**config.mk**
```make
export PLATFORM = sky130hd
export DESIGN_NAME = prs_mac
export DESIGN_NICKNAME = d
export VERILOG_FILES = /design/src/rtl/prs_pkg.sv /design/src/rtl/prs_mac.sv
export SDC_FILE = /design/constraint.sdc
export NUM_CORES = 2
export LEC_CHECK = 0
export ABC_CLOCK_PERIOD_IN_PS = 5800
export BUFFER_PORTS_ARGS = -buffer_cell sky130_fd_sc_hd__buf_2
export CORE_MARGIN = 5
export CORE_UTILIZATION = 55
export DETAILED_ROUTE_END_ITERATION = 8
export PLACE_DENSITY_LB_ADDON = 0.3
export SETUP_SLACK_MARGIN = 0.05
export SYNTH_ARGS = -nofsm -noshare
export SYNTH_HDL_FRONTEND = slang
export SYNTH_SLANG_ARGS = --single-unit
```
**constraint.sdc**
```tcl
create_clock -name clk -period 5.8 [get_ports clk]
set_input_delay 1.16 -clock clk [delete_from_list [all_inputs] [get_ports clk]]
set_output_delay 1.16 -clock clk [all_outputs]
set_load 0.02 [all_outputs]
```
**src/rtl/prs_pkg.sv**
```systemverilog
package prs_pkg;

    typedef struct packed {
        logic [1:0]         cmd;
        logic [9:0]         slot;
        logic signed [23:0] value;
        logic [10:0]        step;
    } prs_in_t;

    typedef struct packed {
        logic [2:0]         channel;
        logic signed [23:0] out_sample;
        logic               last;
    } prs_out_t;

    localparam logic [1:0] CMD_LOAD_COEF = 2'd0;
    localparam logic [1:0] CMD_LOAD_ADV  = 2'd1;
    localparam logic [1:0] CMD_PUSH      = 2'd2;
    localparam logic [1:0] CMD_REQUEST   = 2'd3;

    localparam logic [2:0] REG_CHANNEL_COUNT = 3'd0;
    localparam logic [2:0] REG_TAP_COUNT     = 3'd1;
    localparam logic [2:0] REG_BLOCK_COUNT   = 3'd2;
    localparam logic [2:0] REG_ADVANCE_COUNT = 3'd3;
    localparam logic [2:0] REG_BUFFER_LENGTH = 3'd4;

    typedef enum logic [3:0] {
        ST_IDLE,
        ST_CLEAR,
        ST_CH_START,
        ST_TAP,
        ST_DRAIN,
        ST_ROUND,
        ST_OUT,
        ST_ADV_FETCH,
        ST_ADV_MOD,
        ST_ADV
    } prs_state_t;

    // Control from the sequencer to the multiply-accumulate unit.
    typedef struct packed {
        logic clear;
        logic mac;
    } prs_mac_ctl_t;

endpackage

```
**src/rtl/prs_mac.sv**
```systemverilog
module prs_mac
    import prs_pkg::*;
(
    input  logic                clk,
    input  logic                rst_n,
    input  prs_mac_ctl_t        ctl,
    input  logic signed [23:0]  coef,
    input  logic signed [23:0]  sample,
    output logic signed [23:0]  result
);

    logic signed [47:0] prod_reg;
    logic               prod_vld_reg;
    logic signed [55:0] acc_reg;
    logic signed [55:0] acc_next;
    logic signed [55:0] rounded;
    logic signed [32:0] shifted;

    always_ff @(posedge clk or negedge rst_n)
    begin
        if (!rst_n)
        begin
            prod_vld_reg <= 1'b0;
        end
        else
        begin
            prod_vld_reg <= ctl.mac;
        end
    end

    always_ff @(posedge clk)
    begin
        prod_reg <= coef * sample;
        acc_reg  <= acc_next;
    end

    always_comb
    begin
        acc_next = acc_reg;
        if (ctl.clear)
        begin
            acc_next = '0;
        end
        else if (prod_vld_reg)
        begin
            acc_next = acc_reg + 56'(prod_reg);
        end
    end

    // Round half up, then saturate to 24 bits.
    assign rounded = acc_reg + 56'sd4194304;
    assign shifted = rounded[55:23];

    always_comb
    begin
        if (shifted > 33'sd8388607)
        begin
            result = 24'sh7FFFFF;
        end
        else if (shifted < -33'sd8388608)
        begin
            result = 24'sh800000;
        end
        else
        begin
            result = shifted[23:0];
        end
    end

endmodule

```
==> run_results.csv <==
group,metric,value,unit
clocking,clockBufferDepth,2,
detailed_routing,dr.pass1.iters,5,
placement,place_congestion,0.974,
finish,antenna_cells,0,
clocking,clk_pin_slew_worst_paths,0.07,ns
timing,fin_crit,7.13,ns
setup_path,crit_type,"input pin to flop",
synth,syn_inst,3167,
setup_path,setup.worst_path.start,"sample[3]",
setup_path,worstSetupEndpoint,"prod_reg[24]",
clocking,cts_tree,"yes",
synth,synth_warnings,0,
synth,yosys_register_bits,105,
clocking,clock_latency,0.36,ns
detailed_routing,dr_total_vias,22500,
synth,yosysUniqueCellTypes,90,
floorplanning,core-area,0.0512,mm²
flow_run,max_cap_violations,0,
finish,fin_cells,4146,
setup_path,critPathLaunchType,"input pin",
synth,synth_area_per_cell,8.94,µm²
floorplanning,initial_core_util,55.3,%
finish,area_growth,19.0,%
grt,grt_pass1_wl,123000,µm
setup_path,path_max_fanout,6,
synth,ys_async_sr_fraction,0.952,%
clocking,cts_buffers,9,
outcome,status,"finished, violations left",
floorplanning,rows,83,
timing,grt_setup_unrepaired,"true",
clocking,root_buffer,"clkbuf_16",
setup_path,critPathCaptureType,"flop",
setup_path,critical-path-top-delay-family,"adder cells",
setup_path,critPathMaxStageDelay,0.54,ns
grt,grt_use_total,26.7,%
floorplanning,io_pins,76,
grt,antenna_found_initial,0,
clocking,cts.sinks,105,
floorplanning,dieArea,0.0561,mm²
setup_path,cp_data_required_time,6.07,ns
clocking,htree_num_levels,3,
finish,n_fill_cell,4017,
timing,fmax,0.140,GHz
worst_hold_path,hold_class,"flop to flop",
timing,hold_viol,0,
finish,largest_register_ff_count,56,
synth,ys.flop_type,"dfxtp_1",
setup_path,crit_top_cell,"fa_1",
synth,synth_top_cell_by_area,"fa_1",
outcome,violations,"negative setup slack",
synth,yosys.area.top_type_share,43.0,%
setup_path,worst-path-stages,26,
clocking,cts_hold_buf,0,
detailed_routing,wl,74300,µm
synth,synth_fp_nets,4017,
timing,clock_skew,0.0115,ns
placement,dpl.hpwl,63000,µm
floorplanning,die_h,237,µm
setup_path,r2r_end,"acc_reg[54]",
finish,drive_gt1_share,20.8,%
timing,worst_pin_slew,0.840,ns
setup_path,critPathArrivalTime,7.40,ns
floorplanning,fp.dieW,237,µm
detailed_routing,drc,0,
synth,synth_area_leaders,"fa_1, inv_1, ha_1, dfxtp_1, and2_1",
setup_path,cp.buffers_inverters,8,
grt,grt_pass1_vias,24600,
setup_path,worst_path_max_delay_cell,"fa_1",
setup_path,regToRegSetupSlack,2.27,ns
setup_path,r2r-start,"acc_reg[33]",
setup_path,r2r_cells,11,
timing,setup_viol,35,
finish,fin_nets,4312,
timing,worst_slack,-1.33,ns
placement,dp_worst_setup_slack,-1.84,ns
detailed_routing,viasPerCell,5.42,
detailed_routing,wl_per_cell,17.9,µm
grt,grt-ovfl-total,0,
detailed_routing,drt_iter0_drc,1301,
timing,slew_headroom,44.0,%
synth,synth-seq-area-share,7.44,%
placement,io_buffers,75,
synth,synth_edf_count,0,
synth,synth_area,0.0283,mm²
detailed_routing,ant_nets,0,
timing,fin_crit_sh,123,%
placement,dp_cells,4084,
grt,grt_max_degree,57,
timing,drv_slew,0,
[layout make-up]
| cell class | instances | area (µm²) | share of cell area (%) |
|---|---|---|---|
| flip-flops and latches | 105 | 2110 | 6.26 |
| clock inverters | 6 | 51.3 | 0.152 |
| inverters | 654 | 2470 | 7.35 |
| well taps | 680 | 851 | 2.53 |
| clock buffers | 9 | 225 | 0.669 |
| repair buffers | 426 | 3640 | 10.8 |
| multi-input cells | 2266 | 24300 | 72.2 |
[cell usage in the layout, fill, tap and decap left out, drive strengths merged, types with 41 or more instances in the layout]
cell,instances
and2,283
o21ai,85
ha,190
buf,422
nor2,118
nand2,374
xor2,43
a21o,41
a21oi,110
xnor2,72
fa,608
dfxtp,104
inv,656
[how the worst min path moves through the flow]
| stage | startpoint | end | slack (ns) | depth (start not counted) |
|---|---|---|---|---|
| after floorplan | acc_reg[4] | acc_reg[4] | 0.44 | 2 |
| after global placement | acc_reg[20] | acc_reg[20] | 0.46 | 2 |
| after detailed placement | acc_reg[20] | acc_reg[20] | 0.47 | 2 |
| after CTS | acc_reg[20] | acc_reg[20] | 0.48 | 2 |
| after global routing | acc_reg[20] | acc_reg[20] | 0.52 | 2 |
| final | acc_reg[20] | acc_reg[20] | 0.48 | 2 |
[cells in the mapped netlist (all sizes together), types with 26 or more instances]
| master | instances |
|---|---|
| ha | 190 |
| nand2 | 374 |
| mux2i | 35 |
| nand3 | 39 |
| xnor2 | 72 |
| a21oi | 110 |
| inv | 653 |
| and2 | 283 |
| nor3 | 26 |
| a21o | 41 |
| clkbuf | 117 |
| o21ai | 85 |
| nor2 | 118 |
| fa | 608 |
| dfxtp | 104 |
| xor2 | 43 |
[cells by family (layout without fill, tap and decap cells)]
family	count (synthesis)	after routing	synth area share (%)
buffers and inverters	796	1095	10.8
AO/OA/AOI/OAI	376	376	8.99
flip-flops	105	105	7.44
AND/OR/NAND/NOR	940	940	16.5
XOR/XNOR	115	115	3.56
adder cells (fa/ha/maj)	798	798	51.4
multiplexers	37	37	1.32
[metrics by stage]
stage | cell area (µm²) | setup TNS (ns) | utilization, % | hold slack (ns)
floorplan | 29000 | -27.73 | - | 0.445
global placement | 31800 | -46.47 | 62.0 | 0.455
detailed placement | 31800 | -49.08 | 62.0 | 0.468
CTS | 33100 | -30.55 | 64.6 | 0.479
global route | 33700 | -37.66 | 65.8 | 0.517
finish | 33700 | -31.52 | 65.8 | 0.478
[what timing repair did]
item,4_1_cts,5_1_grt
setup endpoints to repair,37,36
gates cloned,2,0
pin swaps,89,77
gates resized for setup,196,132
setup buffers,36,22
[layer usage]
layer / track usage [%] / vias to the layer above / share of wire [%]
li1: - / 10300 / -
met1: 36.1 / 11300 / 42
met2: 45.4 / 761 / 49
met3: 3.61 / 158 / 6.1
met4: 7.85 / 0 / 3.2
met5: 0 / - / 0
[worst reg2reg max path: stages, from the launching register on]
cell and delay, ns:
dfxtp_1 0.55, ha_1 0.42, a21oi_1 0.16, o21ai_0 0.13
a211oi_1 0.35, o21ai_0 0.19, a21oi_1 0.31, o211ai_2 0.18
and2b_1 0.22, o211ai_1 0.24, mux2_1 0.35, a311o_1 0.32
Power is left out: the tool's default activity adds up to more than one toggle a clock period on the data nets, which glitch-free logic cannot reach.
